File: src/design/sorted_set_engine_assert.svh
// Assertion macros used by the sorted set engine datapath.
`ifndef SORTED_SET_ENGINE_ASSERT_SVH
`define SORTED_SET_ENGINE_ASSERT_SVH
`ifndef SYNTH
// Same-cycle property check, disabled during reset.
`define SSE_ASSERT(lbl, clk, rst, prop, msg) \
   lbl: assert property (@(posedge clk) disable iff (rst) prop) else $error(msg);
// Next-cycle implication, disabled during reset.
`define SSE_ASSERT_NEXT(lbl, clk, rst, ante, cons, msg) \
   lbl: assert property (@(posedge clk) disable iff (rst) (ante) |=> (cons)) else $error(msg);
`else
`define SSE_ASSERT(lbl, clk, rst, prop, msg)
`define SSE_ASSERT_NEXT(lbl, clk, rst, ante, cons, msg)
`endif
`endif

File: src/design/sse_pkg.sv
// Types and codes shared by the sorted set engine modules.
package sse_pkg;

   typedef enum logic [1:0] {
      ACT_DELETE = 2'd0,
      ACT_FIND   = 2'd1,
      ACT_INSERT = 2'd2,
      ACT_LIST   = 2'd3
   } action_type;

   typedef enum logic [3:0] {
      RSP_INSERTED  = 4'd0,
      RSP_DUPLICATE = 4'd1,
      RSP_FULL      = 4'd2,
      RSP_FOUND     = 4'd3,
      RSP_ABSENT    = 4'd4,
      RSP_DELETED   = 4'd5,
      RSP_DEL_MISS  = 4'd6,
      RSP_ENTRY     = 4'd7,
      RSP_EMPTY     = 4'd8
   } status_type;

   typedef enum logic [1:0] {
      ST_IDLE  = 2'd0,
      ST_APPLY = 2'd1,
      ST_LIST  = 2'd2
   } state_type;

   typedef enum logic [1:0] {
      OP_NOP       = 2'd0,
      OP_CAPTURE   = 2'd1,
      OP_APPLY     = 2'd2,
      OP_LIST_STEP = 2'd3
   } op_type;

   typedef struct packed {
      op_type op;
   } cmd_type;

   typedef struct packed {
      logic out_free;
      logic list_last;
   } stat_type;

   localparam int unsigned VALUE_W  = 32;
   localparam int unsigned STATUS_W = 4;
   localparam int unsigned ACTION_W = 2;

endpackage

File: src/design/sse_ctrl.sv
// Sequencer for the sorted set engine: accepts requests and steps the datapath.
module sse_ctrl (
   input  logic                        clock,
   input  logic                        reset,
   input  logic                        req_tvalid,
   output logic                        req_tready,
   input  logic [sse_pkg::ACTION_W-1:0] req_tuser,
   input  sse_pkg::stat_type           stat,
   output sse_pkg::cmd_type            cmd
);

   sse_pkg::state_type state_ff, state_in;

   always_ff @(posedge clock) begin
      if (reset) begin
         state_ff <= sse_pkg::ST_IDLE;
      end else begin
         state_ff <= state_in;
      end
   end

   always_comb begin
      state_in   = state_ff;
      req_tready = 1'b0;
      cmd.op     = sse_pkg::OP_NOP;
      case (state_ff)
         sse_pkg::ST_IDLE: begin
            req_tready = 1'b1;
            if (req_tvalid) begin
               cmd.op = sse_pkg::OP_CAPTURE;
               if (sse_pkg::action_type'(req_tuser) == sse_pkg::ACT_LIST) begin
                  state_in = sse_pkg::ST_LIST;
               end else begin
                  state_in = sse_pkg::ST_APPLY;
               end
            end
         end
         sse_pkg::ST_APPLY: begin
            if (stat.out_free) begin
               cmd.op   = sse_pkg::OP_APPLY;
               state_in = sse_pkg::ST_IDLE;
            end
         end
         sse_pkg::ST_LIST: begin
            if (stat.out_free) begin
               cmd.op = sse_pkg::OP_LIST_STEP;
               if (stat.list_last) begin
                  state_in = sse_pkg::ST_IDLE;
               end
            end
         end
         default: begin
            state_in = sse_pkg::ST_IDLE;
         end
      endcase
   end

endmodule

File: config.mk
export PLATFORM = sky130hd
export DESIGN_NAME = sse_ctrl
export DESIGN_NICKNAME = d
export VERILOG_FILES = /design/src/design/sorted_set_engine_assert.svh /design/src/design/sse_pkg.sv /design/src/design/sse_ctrl.sv
export SDC_FILE = /design/constraint.sdc
export NUM_CORES = 1
export LEC_CHECK = 0
export BUFFER_PORTS_ARGS = -buffer_cell sky130_fd_sc_hd__buf_2
export CAP_MARGIN = 20
export CELL_PAD_IN_SITES_DETAIL_PLACEMENT = 1
export CELL_PAD_IN_SITES_GLOBAL_PLACEMENT = 2
export CORE_AREA = 2 2 39 41
export CTS_CLUSTER_SIZE = 16
export DETAILED_ROUTE_END_ITERATION = 8
export DIE_AREA = 0 0 41 43
export PLACE_DENSITY = 0.43
export SKIP_LAST_GASP = 1
export SYNTH_ARGS = -nofsm -noshare
export SYNTH_HDL_FRONTEND = slang
export SYNTH_SLANG_ARGS = --single-unit
File: constraint.sdc
create_clock -name clock -period 1.2 [get_ports clock]
set_input_delay 0.06 -clock clock [delete_from_list [all_inputs] [get_ports clock]]
set_output_delay 0.06 -clock clock [all_outputs]
set_load 0.05 [all_outputs]
After elaboration in Yosys (flattened, before gate mapping)
Index checks and enable logic that the tools add are counted.

operators by class
  equality and inequality tests = 7
  muxes and demuxes = 11
  reductions and logical operators = 2

operators by type and width
  kind                                                             number
  2-bit two-way mux                                                7
  2-bit case mux with 3 select lines                               2
  2-bit != test, second input constant                             4
  2-bit == test, second input constant                             2
  4-bit AND reduction                                              1
  2-bit by 1-bit == test with 1-bit output, second input constant  1
  2-bit logical NOT                                                1
  1-bit two-way mux                                                2

word-level totals
  flip-flop bits (word level) = 2
  input port bits = 7
  output and inout port bits = 3
  word-level logic and storage cells = 21

Logic depth before layout (Yosys ltp)
  word-level depth = 4
  depth in mapped cells = 3
  depth with buffers taken out = 3

Worst setup path before layout
No wires, ideal clock.

  path type = flip-flop to output port
  from = register state_ff[1]
  to = output cmd[0] (netlist name)
  arrival = 1.139 ns
  required time = 1.140 ns
  path slack = 0.001 ns
  stages on the path, launching flop included = 3
  buffers on the path = 0
  cells stage by stage = dfxtp_1 mux2i_1 nor2_1

RTL lines
  what                    line            source
  from (decl)             sse_ctrl.sv:12  sse_pkg::state_type state_ff, state_in;
  from (signal assigned)  sse_ctrl.sv:16  state_ff <= sse_pkg::ST_IDLE;
  from (signal assigned)  sse_ctrl.sv:18  state_ff <= state_in;
  to (decl)               sse_ctrl.sv:9   output sse_pkg::cmd_type cmd

==> impl_metrics.json <==
{
  "vdd_drop_max_mv": 0.348,
  "cp.required_ns": 1.14,
  "multiInputGateArea_sq_um": 77.6,
  "fin_worst_skew_ns": 0.00314,
  "antenna_found_initial": 0,
  "clkLatencyLatePin_ns": 0.22,
  "clock_path_buffers": 2,
  "yosys.area_share.xor_xnor_pct": 7.22,
  "netlist_area_sq_um": 121,
  "drive_above_1_share_pct": 50.0,
  "synth-edff-count": 0,
  "gp_congestion": 0.525,
  "ys_top_cells_by_area": "dfxtp_1, and4b_1, mux2i_1",
  "fmax_ghz": 0.895,
  "drv_slew": 0,
  "antenna-diode-count": 0,
  "crit_path_start_kind": "register",
  "avgRoutedWirePerCell_um": 8.91,
  "vias": 151,
  "p_per_area_mw_per_mm2": 1410,
  "final_util_pct": 15.5,
  "largest_register": "state_ff",
  "dr.pass1.iters": 4,
  "max-cap-violations": 0,
  "initialDrtViolationCount": 1,
  "grt_overflow": 0,
  "synth_compound_area_share_pct": 9.28,
  "antenna_left": 0,
  "hold_viol": 0,
  "criticalPathCategory": "register to output pin",
  "min_period_over_period_pct": 93.1,
  "period_needed_ns": 1.12,
  "rsz0062_at_grt": "false",
  "synth_common_cells": "dfxtp_1, nand2_1, nor2_1, nor3_1",
  "cts_root_buf": "clkbuf_4",
  "cts_buffers": 3,
  "routed_wl_um": 392,
  "hold_ws_ns": 0.00642,
  "syn_nets": 23,
  "cp_data_arrival_time_ns": 1.06,
  "grt_max_degree": 7,
  "cts_tree": "yes",
  "hp-start": "reset",
  "synth_seq_cells": 2,
  "clk_pin_slew_ns": 0.03,
  "avgViaCountPerCell": 3.43,
  "synth_top_cell_by_area": "dfxtp_1",
  "max_stage_delay_ns": 0.38,
  "slowest_stage": "dfxtp_2",
  "ys.flop_type": "dfxtp_1",
  "clock-sinks": 2,
  "tightestPinTransition_ns": 0.249,
  "place.port_buffers": 9,
  "muxShareOfSynthArea_pct": 8.25,
  "cts_max_level": 1,
  "grt_use_total_pct": 5.41,
  "synth_top_family_by_area": "simple AND/OR/NAND/NOR gates",
  "max-slew-margin-rel_pct": 83.5,
  "path_cells": "xor2_1 > and2_1 > buf_4",
  "synthAdderAreaFrac_pct": 0,
  "num_io_pins": 10,
  "drc": 0,
  "run_status": "complete, no violations",
  "cp_max_fo": 6,
  "syn_to_final_growth_pct": 76.3,
  "synth_area_per_cell_sq_um": 7.59,
  "fp.coreArea_sq_mm": 0.00138,
  "largest_reg_flops": 2,
  "grt_pass1_vias": 144,
  "nNetsFinal": 37,
  "startpoint": "state_ff[1]",
  "synthCells": 16,
  "top_regs": "state_ff x2",
  "finalSetupViolations": 0,
  "die_w_um": 41,
  "grt_pass1_wl_um": 593,
  "cp-end-kind": "output pin",
  "initial_utilization_pct": 8.77,
  "yosysTopAreaCellShare_pct": 33.0,
  "fillers": 169,
  "r2r-start": "state_ff[1]",
  "post_cts_buffers": 0,
  "die_y_um": 43,
  "hold_path.class": "primary input to register",
  "rows": 14,
  "seq_area_sq_um": 42.5,
  "leakage_nw": 0.103,
  "yosysWarnings": 0,
  "synthArstFlopShare_pct": 0,
  "synth_cell_type_count": 12,
  "finalSetupTns_ns": 0,
  "ys_seq_area_share_pct": 33.0,
  "dieArea_sq_mm": 0.00176,
  "synthSimpleGateAreaFrac_pct": 39.2
}
## metal layers
layer  vias up  GRT usage [%]  wire (um)
li1         79              -          -
met3         0           4.71         64
met1        62           7.67        194
met5         -              0          0
met4         0           4.00          0
met2        10           4.69        133
## metrics by stage
stage          area [sq um]  total power, mW  worst slack [ns]  std cells
3_3_place_gp            186            0.153             0.182         41
3_5_place_dp            186            0.154             0.157         41
2_1_floorplan           121            0.128           0.00150         16
6_report                214            0.301            0.0822         44
4_1_cts                 213            0.312           0.00308         44
5_1_grt                 214            0.323            0.0150         44
## final timing paths
kind	end	slack (ns)	cells after the start
worst max-delay path	cmd[1]	0.08	3
worst min register to register	state_ff[1]	0.48	1
worst max register to register	state_ff[1]	0.32	3
worst min-delay path	state_ff[0]	0.006	2
## where the power goes
group / internal, mW / switching [mW]
combinational: 0.0256 / 0.0498
sequential: 0.0721 / 0.00673
clock: 0.110 / 0.0368
## layout by cell type (no fill, tap or decap)
master,n
buf_2,8
nor3_1,2
nor2b_1,1
clkbuf_4,3
xor2_1,1
a21oi_1,1
and2_1,1
buf_4,1
dfxtp_2,2
nor2_1,2
and4b_1,1
inv_1,1
nand2_1,2
mux2i_1,1
a31oi_1,1
## critical path, delay by kind of cell (launching register included)
kind          cells  cell delay (ns)
simple gates      1             0.13
buf+inv           1             0.19
xor+xnor          1             0.14
flops             1             0.38
## what timing repair did
action / 4_1_cts / 5_1_grt
cloned: 0 / 0
pin swaps: 0 / 0
hold buffers: 0 / 0
hold endpoints to repair: 0 / 0
resized for setup: 2 / 1
endpoints found under the setup margin: 2 / 1
## area by class of cell
type                       count  share of cell area [%]
tap                           16                    9.36
sequential                     2                    19.9
inverter                       1                    1.75
timing repair buffer           9                    22.2
multi-input combinational     13                    36.3
clock buffer                   3                    10.5
## kinds of logic (layout without fill, tap and decap cells)
group / count (synthesis) / after routing
xor+xnor: 1 / 1
flops: 2 / 2
mux: 1 / 1
simple gates: 9 / 9
buf+inv: 1 / 13
compound gates: 2 / 2
Note: power is estimated with default switching activity, not from simulation.
