==> src/design/sorted_set_engine_assert.svh <==
// Assertion macros used by the sorted set engine datapath.
`ifndef SORTED_SET_ENGINE_ASSERT_SVH
`define SORTED_SET_ENGINE_ASSERT_SVH
`ifndef SYNTH
// Same-cycle property check, disabled during reset.
`define SSE_ASSERT(lbl, clk, rst, prop, msg) \
   lbl: assert property (@(posedge clk) disable iff (rst) prop) else $error(msg);
// Next-cycle implication, disabled during reset.
`define SSE_ASSERT_NEXT(lbl, clk, rst, ante, cons, msg) \
   lbl: assert property (@(posedge clk) disable iff (rst) (ante) |=> (cons)) else $error(msg);
`else
`define SSE_ASSERT(lbl, clk, rst, prop, msg)
`define SSE_ASSERT_NEXT(lbl, clk, rst, ante, cons, msg)
`endif
`endif

==> src/design/sse_pkg.sv <==
// Types and codes shared by the sorted set engine modules.
package sse_pkg;

   typedef enum logic [1:0] {
      ACT_DELETE = 2'd0,
      ACT_FIND   = 2'd1,
      ACT_INSERT = 2'd2,
      ACT_LIST   = 2'd3
   } action_type;

   typedef enum logic [3:0] {
      RSP_INSERTED  = 4'd0,
      RSP_DUPLICATE = 4'd1,
      RSP_FULL      = 4'd2,
      RSP_FOUND     = 4'd3,
      RSP_ABSENT    = 4'd4,
      RSP_DELETED   = 4'd5,
      RSP_DEL_MISS  = 4'd6,
      RSP_ENTRY     = 4'd7,
      RSP_EMPTY     = 4'd8
   } status_type;

   typedef enum logic [1:0] {
      ST_IDLE  = 2'd0,
      ST_APPLY = 2'd1,
      ST_LIST  = 2'd2
   } state_type;

   typedef enum logic [1:0] {
      OP_NOP       = 2'd0,
      OP_CAPTURE   = 2'd1,
      OP_APPLY     = 2'd2,
      OP_LIST_STEP = 2'd3
   } op_type;

   typedef struct packed {
      op_type op;
   } cmd_type;

   typedef struct packed {
      logic out_free;
      logic list_last;
   } stat_type;

   localparam int unsigned VALUE_W  = 32;
   localparam int unsigned STATUS_W = 4;
   localparam int unsigned ACTION_W = 2;

endpackage

==> src/design/sse_dp.sv <==
// Datapath: sorted entry cells, compare vectors, count and output register.
`include "sorted_set_engine_assert.svh"
module sse_dp #(
   parameter int unsigned CAPACITY = 32
) (
   input  logic                         clock,
   input  logic                         reset,
   input  sse_pkg::cmd_type             cmd,
   output sse_pkg::stat_type            stat,
   input  logic [sse_pkg::ACTION_W-1:0] req_tuser,
   input  logic [sse_pkg::VALUE_W-1:0]  req_tdata,
   output logic                         rsp_tvalid,
   input  logic                         rsp_tready,
   output logic [sse_pkg::VALUE_W-1:0]  rsp_tdata,
   output logic [sse_pkg::STATUS_W-1:0] rsp_tuser,
   output logic                         rsp_tlast
);

   localparam int unsigned CW = $clog2(CAPACITY + 1);

   logic signed [sse_pkg::VALUE_W-1:0] entry_ff [CAPACITY];
   logic signed [sse_pkg::VALUE_W-1:0] entry_in [CAPACITY];
   logic [CW-1:0]                      used_ff, used_in, idx_ff, idx_in, used_m1;
   sse_pkg::action_type                action_ff;
   logic signed [sse_pkg::VALUE_W-1:0] value_ff, req_value;
   logic [CAPACITY-1:0]                lt_ff, lt_in, eq_ff, eq_in;
   logic                               hit, full, load;
   logic                               rsp_valid_ff, rsp_valid_in, rsp_last_ff, rsp_last_in;
   sse_pkg::status_type                rsp_status_ff, rsp_status_in;
   logic [sse_pkg::VALUE_W-1:0]        rsp_item_ff, rsp_item_in;

   assign req_value = $signed(req_tdata);
   assign hit       = |eq_ff;
   assign full      = (used_ff == CW'(CAPACITY));
   assign used_m1   = used_ff - 1'b1;

   assign stat.out_free  = !rsp_valid_ff || rsp_tready;
   assign stat.list_last = (used_ff == '0) || (idx_ff == used_m1);

   // per-cell compare against the incoming value, masked to occupied cells
   always_comb begin
      for (int i = 0; i < CAPACITY; i++) begin
         lt_in[i] = (CW'(i) < used_ff) && (entry_ff[i] < req_value);
         eq_in[i] = (CW'(i) < used_ff) && (entry_ff[i] == req_value);
      end
   end

   always_comb begin
      for (int i = 0; i < CAPACITY; i++) begin
         entry_in[i] = entry_ff[i];
      end
      used_in       = used_ff;
      idx_in        = idx_ff;
      load          = 1'b0;
      rsp_status_in = rsp_status_ff;
      rsp_item_in   = rsp_item_ff;
      rsp_last_in   = rsp_last_ff;
      case (cmd.op)
         sse_pkg::OP_APPLY: begin
            load        = 1'b1;
            rsp_item_in = value_ff;
            rsp_last_in = 1'b1;
            case (action_ff)
               sse_pkg::ACT_INSERT: begin
                  if (full) begin
                     rsp_status_in = sse_pkg::RSP_FULL;
                  end else if (hit) begin
                     rsp_status_in = sse_pkg::RSP_DUPLICATE;
                  end else begin
                     rsp_status_in = sse_pkg::RSP_INSERTED;
                     used_in       = used_ff + 1'b1;
                     // cells at or above the slot move up; the slot takes the value
                     if (!lt_ff[0]) begin
                        entry_in[0] = value_ff;
                     end
                     for (int i = 1; i < CAPACITY; i++) begin
                        if (!lt_ff[i]) begin
                           entry_in[i] = lt_ff[i-1] ? value_ff : entry_ff[i-1];
                        end
                     end
                  end
               end
               sse_pkg::ACT_DELETE: begin
                  if (hit) begin
                     rsp_status_in = sse_pkg::RSP_DELETED;
                     used_in       = used_m1;
                     for (int i = 0; i < CAPACITY - 1; i++) begin
                        if (!lt_ff[i]) begin
                           entry_in[i] = entry_ff[i+1];
                        end
                     end
                  end else begin
                     rsp_status_in = sse_pkg::RSP_DEL_MISS;
                  end
               end
               sse_pkg::ACT_FIND: begin
                  rsp_status_in = hit ? sse_pkg::RSP_FOUND : sse_pkg::RSP_ABSENT;
               end
               default: begin
                  rsp_status_in = sse_pkg::RSP_EMPTY;
               end
            endcase
         end
         sse_pkg::OP_LIST_STEP: begin
            load = 1'b1;
            if (used_ff == '0) begin
               rsp_status_in = sse_pkg::RSP_EMPTY;
               rsp_item_in   = '0;
               rsp_last_in   = 1'b1;
            end else begin
               rsp_status_in = sse_pkg::RSP_ENTRY;
               rsp_item_in   = entry_ff[0];
               rsp_last_in   = stat.list_last;
               idx_in        = stat.list_last ? '0 : idx_ff + 1'b1;
               // rotate the occupied cells down by one; head wraps to the top
               for (int i = 0; i < CAPACITY - 1; i++) begin
                  entry_in[i] = (CW'(i) == used_m1) ? entry_ff[0] : entry_ff[i+1];
               end
               entry_in[CAPACITY-1] = entry_ff[0];
            end
         end
         default: begin
         end
      endcase
   end

   always_comb begin
      if (load) begin
         rsp_valid_in = 1'b1;
      end else if (rsp_tready) begin
         rsp_valid_in = 1'b0;
      end else begin
         rsp_valid_in = rsp_valid_ff;
      end
   end

   always_ff @(posedge clock) begin
      if (reset) begin
         used_ff      <= '0;
         idx_ff       <= '0;
         rsp_valid_ff <= 1'b0;
      end else begin
         used_ff      <= used_in;
         idx_ff       <= idx_in;
         rsp_valid_ff <= rsp_valid_in;
      end
   end

   always_ff @(posedge clock) begin
      for (int i = 0; i < CAPACITY; i++) begin
         entry_ff[i] <= entry_in[i];
      end
      rsp_status_ff <= rsp_status_in;
      rsp_item_ff   <= rsp_item_in;
      rsp_last_ff   <= rsp_last_in;
      if (cmd.op == sse_pkg::OP_CAPTURE) begin
         action_ff <= sse_pkg::action_type'(req_tuser);
         value_ff  <= req_value;
         lt_ff     <= lt_in;
         eq_ff     <= eq_in;
      end
   end

   assign rsp_tvalid = rsp_valid_ff;
   assign rsp_tdata  = rsp_item_ff;
   assign rsp_tuser  = rsp_status_ff;
   assign rsp_tlast  = rsp_last_ff;

   `SSE_ASSERT(a_used_bound, clock, reset, used_ff <= CW'(CAPACITY), "set count above capacity")
   `SSE_ASSERT(a_lt_thermo, clock, reset, (cmd.op == sse_pkg::OP_APPLY) |-> (((lt_ff + 1'b1) & lt_ff) == '0), "less-than vector not contiguous")
   `SSE_ASSERT(a_eq_single, clock, reset, (cmd.op == sse_pkg::OP_APPLY) |-> $onehot0(eq_ff), "value matched more than one cell")
   `SSE_ASSERT_NEXT(a_ins_count, clock, reset, (cmd.op == sse_pkg::OP_APPLY) && (action_ff == sse_pkg::ACT_INSERT) && !full && !hit, used_ff == $past(used_ff) + 1'b1, "insert did not grow the set")

endmodule

==> config.mk <==
export PLATFORM = sky130hd
export DESIGN_NAME = sse_dp
export DESIGN_NICKNAME = d
export VERILOG_FILES = /design/src/design/sse_pkg.sv /design/src/design/sse_dp.sv
export VERILOG_INCLUDE_DIRS = /design/src /design/src/design
export SDC_FILE = /design/constraint.sdc
export NUM_CORES = 2
export LEC_CHECK = 0
export BUFFER_PORTS_ARGS = -buffer_cell sky130_fd_sc_hd__buf_2
export CORE_ASPECT_RATIO = 0.7
export CORE_MARGIN = 4
export CORE_UTILIZATION = 50
export CTS_BUF_LIST = sky130_fd_sc_hd__clkbuf_4 sky130_fd_sc_hd__clkbuf_8
export CTS_CLUSTER_DIAMETER = 100
export CTS_CLUSTER_SIZE = 28
export DETAILED_ROUTE_END_ITERATION = 6
export PLACE_DENSITY = 0.64
export SKIP_CTS_REPAIR_TIMING = 1
export SYNTH_ARGS = -nofsm -noshare
export SYNTH_HDL_FRONTEND = slang
export SYNTH_SLANG_ARGS = --single-unit
==> constraint.sdc <==
create_clock -name clock -period 6.7 [get_ports clock]
set_input_delay 1.34 -clock clock [delete_from_list [all_inputs] [get_ports clock]]
set_output_delay 1.34 -clock clock [all_outputs]
set_load 0.03 [all_outputs]
Yosys cells after proc, flatten, opt, wreduce, memory -nomap -nowiden --
Memory sizes are Yosys's and may differ from the RTL's. Cells that the tools add are included.
Word-level totals: memory bits (writable) 1024, memories 1, word-level logic and storage cells 379, flip-flop bits (word level) 148, input port bits 39
Cells by class: reduce and logical (&&, ||, !) cells 77, multiplexer cells 151, equality and inequality tests 72, add/subtract/negate cells 3, bitwise gates (word level) 1, $lt $le $gt $ge 64
Memory list:
- entry_ff | words 32, bits a word 32, rd ports 32, clocked after Yosys merged registers in 0, wr ports 32, line sse_dp.sv:21 | logic signed [sse_pkg::VALUE_W-1:0] entry_ff [CAPACITY];
Operator list (number):
- $mux W32 | 127
- $mux W1024 | 3
- $pmux W1024 S2 | 1
- $pmux W992 S2 | 1
- $eq A32 B32 Y1 | 32
- $lt A32 B32 Y1 | 32
- $mux W992 | 1
- $lt A5 B6 Y1 const A | 16
- $eq A5 B6 Y1 const A | 15
- $logic_and A1 B1 Y1 | 64
- $pmux W32 S2 | 1
- $eq A4 B6 Y1 const A | 8
- $lt A4 B6 Y1 const A | 8
- $reduce_or A32 Y1 | 1
- $eq A3 B6 Y1 const A | 4
- $lt A3 B6 Y1 const A | 4
- $mux W6 | 4
- $add A6 B1 Y6 const B | 2
- $eq A2 B6 Y1 const A | 2
- $logic_not A6 Y1 | 2
- $lt A1 B6 Y1 const A | 2
- $lt A2 B6 Y1 const A | 2
- $pmux W4 S3 | 1
- $pmux W6 S2 | 1
- 21 further kinds | 34

Logic depth before layout (Yosys ltp) --
An unclocked memory read counts as a cell.
word-level depth 7, mapped depth 11

Worst setup path after synthesis --
Ideal clock, no wire load.
path type input to register, start input port cmd[1] (netlist name), end register action_ff[0] (enable), path buffers 0, setup time 0.569 ns, data arrival time 5.700 ns, required time 6.131 ns, slack 0.432 ns, stages on the path 1, path through nor2b_1
Between the ends: longest elaborated chain between the ends 1
RTL lines:
- from (decl) | line sse_dp.sv:8 | input sse_pkg::cmd_type cmd,
- $eq A2 B1 Y1 | line sse_dp.sv:156 | if (cmd.op == sse_pkg::OP_CAPTURE) begin
- to (signal assigned) | line sse_dp.sv:157 | action_ff <= sse_pkg::action_type'(req_tuser);
- to (decl) | line sse_dp.sv:24 | sse_pkg::action_type action_ff;
Every way passes these cells. A chain may end at the register's enable or synchronous reset.

==> qor.csv <==
stage,metric,value,unit
status,outcome,"finished, violations left",
status,failing checks,DRC,
sta,pin slew with the least headroom to its limit,1.45,ns
sta,worst setup margin,1.24,ns
worst_setup_path,Worst R2R End,entry_ff[0][162],
floorplan,Starting Density,50.6,%
floorplan,IO Count,79,
cells_and_area,layout cells sized above 1,7.37,%
sta,Final Hold Violating Endpoints,0,
sta,Final Max Tran Viols,0,
grt,vias in the first global route,71400,
clock_network,clk buf depth,3,
logic_synthesis,Post-synth EDFFs,1159,
placement,Post-DP HPWL,292,mm
logic_synthesis,post-synthesis async set-or-reset flop share,0,%
route,DRC,31,
sta,final worst path period share,81.4,%
worst_setup_path,Crit Path Max Fanout,11,
worst_setup_path,CP Launch Type,flop,
clock_network,CTS tree,yes,
placement,pre-CTS WS,1.66,ns
worst_setup_path,worst path arrival time,4.12,ns
worst_setup_path,Crit. End Element,primary output,
sta,Hold Slack,0.524,ns
logic_synthesis,Post-Synthesis Net Count,9119,
logic_synthesis,Main synth FF type,edfxtp_1,
route,Post-Route WL,416,mm
hold_path,Hold WC Path Type,flop to flop,
logic_synthesis,Seq cells post-synth,1172,
grt,first-pass GRT wire length,566,mm
floorplan,core area,169000,µm²
floorplan,row count,126,
cells_and_area,final-stage net count,8901,
clock_network,CTS buffer count,50,
logic_synthesis,Synth Warn #,0,
route,routed vias,78400,
floorplan,die area,178000,µm²
floorplan,die height,354,µm
worst_setup_path,Worst R2R Start,eq_ff[28],
clock_network,# clock sinks,1172,
sta,RSZ-0062 raised after global routing,no,
logic_synthesis,post-synth top area share,40.7,%
logic_synthesis,Cell variety after synth,70,
logic_synthesis,Mean Syn Cell Area,10.6,µm²
route,starting DRC count in detailed routing,14900,
clock_network,H-tree levels,2,
worst_setup_path,worst reg-to-reg path cell count,7,
placement,GPL Wtd Cong,1.05,
grt,Tot GR Track Use,44.8,%
logic_synthesis,top post-synthesis cells by area,"edfxtp_1, ha_1, mux2i_1",
cells_and_area,Area Overhead vs Synth,5.18,%
route,ANT nets after route,0,
sta,Setup Viol. Count Final,0,
logic_synthesis,Post-Syn Instances,8048,
route,wire length per cell,41.2,µm
grt,antenna violations before repair,10,
logic_synthesis,cell area after synthesis,85600,µm²
sta,Setup TNS Final,0,ns
run,Max-cap violations,0,
clock_network,clock transition at the registers of the reported paths,0.19,ns
route,drt pass-1 iters,7,
logic_synthesis,Yosys top cell by area,edfxtp_1,
worst_setup_path,Critical Path Sink,stat[0],
sta,minimum clock period after layout,5.46,ns
floorplan,Die W,503,µm
route,Avg Vias per Cell,7.76,
placement,I/O Buffers,78,
logic_synthesis,register area share after synthesis,41.0,%
sta,worst setup skew after layout,0.0626,ns
pwr,PwrDens,198,nW/µm²
pwr,cell leakage power,35.6,nW
sta,max-slew headroom at the worst pin,2.96,%
worst_setup_path,r2r setup slk,1.85,ns
clock_network,CTS root buf,clkbuf_8,
grt,grt ovf,0,
worst_setup_path,crit path from,used_ff[0],
sta,fmax,183,MHz
grt,largest net degree at the start of global routing,127,
pwr,maximum vdd drop,0.209,mV
clock_network,insertion delay to the later sink of the worst-skew pair,0.95,ns
worst_setup_path,"Req. time, crit path",5.36,ns
worst_setup_path,Setup CP Type,flop to primary output,
[power by group]
part / total, mW / switching (mW) / internal, mW / leakage (nW)
Combinational: 4.87 / 3.26 / 1.61 / 24.1
Sequential: 9.49 / 0.702 / 8.78 / 11.0
Clock: 3.48 / 2.60 / 0.883 / 0.507
Total: 17.8 / 6.56 / 11.3 / 35.6
[through the flow]
step | util, % | total power, mW | instance area (µm²) | cells
floorplan | - | 12.1 | 85600 | 8048
global placement | 52.6 | 14.0 | 89000 | 10000
detailed placement | 52.6 | 14.2 | 89000 | 10000
CTS | 53.2 | 17.4 | 90000 | 10100
global route | 53.2 | 18.2 | 90000 | 10100
finish | 53.2 | 17.8 | 90000 | 10100
[layer usage]
layer / track usage (%) / vias up / wire, µm
li1: - / 31300 / -
met1: 63.9 / 38100 / 162000
met2: 55.5 / 7884 / 150000
met3: 23.7 / 1122 / 83200
met4: 17.7 / 14 / 21400
met5: 1.19 / - / 304
[cell usage in the layout (no fill, tap or decap), drive strengths merged, types with 12 or more instances in the layout]
cell / netlist / routed
ha: 1032 / 1032
inv: 89 / 91
nor3: 57 / 57
nor2b: 52 / 52
a21boi: 24 / 24
nor4: 44 / 44
nor2: 601 / 601
o211ai: 46 / 46
nand4: 127 / 127
and3: 54 / 54
a221oi: 56 / 56
clkbuf: 513 / 63
o21ai: 209 / 209
a221o: 493 / 493
a21oi: 421 / 421
edfxtp: 1159 / 1159
and4: 94 / 94
nand2b: 12 / 12
dfxtp: 13 / 13
o221ai: 480 / 480
buf: 130 / 373
a21o: 91 / 91
mux2i: 967 / 967
o21a: 54 / 54
or3: 14 / 14
nand3: 100 / 100
nand2: 979 / 979
[cells in the mapped netlist (all sizes together) (10+ instances only)]
master and n:
mux2 10, mux2i 967, ha 1032, inv 89
a221o 493, a31oi 10, edfxtp 1159, o31a 11
nand3 100, a221oi 56, and4 94, o21a 54
clkbuf 513, a21oi 421, nand2 979, a21o 91
or3 14, a22o 11, nor2 601, buf 130
nor3 57, o221ai 480, nand4 127, o21ai 209
dfxtp 13, and3 54, a21boi 24, nor4 44
o211ai 46, nand2b 12, nor2b 52
[critical path, stage by stage (launching register included)]
cell,delay [ns]
dfxtp_1,0.68
inv_1,0.20
ha_1,0.34
xor2_1,0.62
xor2_1,0.14
nor4_1,0.64
nand2_1,0.20
nand2_1,0.16
buf_2,0.23
[worst min-delay path by stage]
stage                           from          to  slack, ns  cells after the start
after floorplan            idx_ff[2]   idx_ff[2]       0.50                      2
after global placement    rsp_tvalid  rsp_tvalid       0.48                      2
after detailed placement  rsp_tvalid  rsp_tvalid       0.49                      2
after CTS                 rsp_tvalid  rsp_tvalid       0.51                      2
after global routing      rsp_tvalid  rsp_tvalid       0.56                      2
final                     rsp_tvalid  rsp_tvalid       0.52                      2
[sequential cells by signal, indices dropped and copies added, names as in the netlist, 4 cells and up]
signal / cells
value_ff: 32
used_ff: 6
rsp_tuser: 4
eq_ff: 32
lt_ff: 32
entry_ff: 1024
idx_ff: 6
rsp_tdata: 32
[area by class of cell]
class | count | area [µm²]
clock buffers | 63 | 805
flip-flops and latches | 1172 | 35100
multi-input cells | 6144 | 48000
fillers | 15000 | 79300
repair buffers | 373 | 2830
well taps | 2240 | 2800
diodes | 8 | 20.0
clock inverters | 15 | 165
inverters | 89 | 334
[kinds of logic after synthesis]
kind of cell / share of synthesized area [%]
and+or+nand+nor: 11.5
AOI/OAI and AO/OA: 17.5
DFF: 41.0
adders and majority gates: 15.1
muxes: 11.4
buffers and inverters: 3.34
xor gates and xnor gates: 0.165
(Power assumes the default switching activity.)
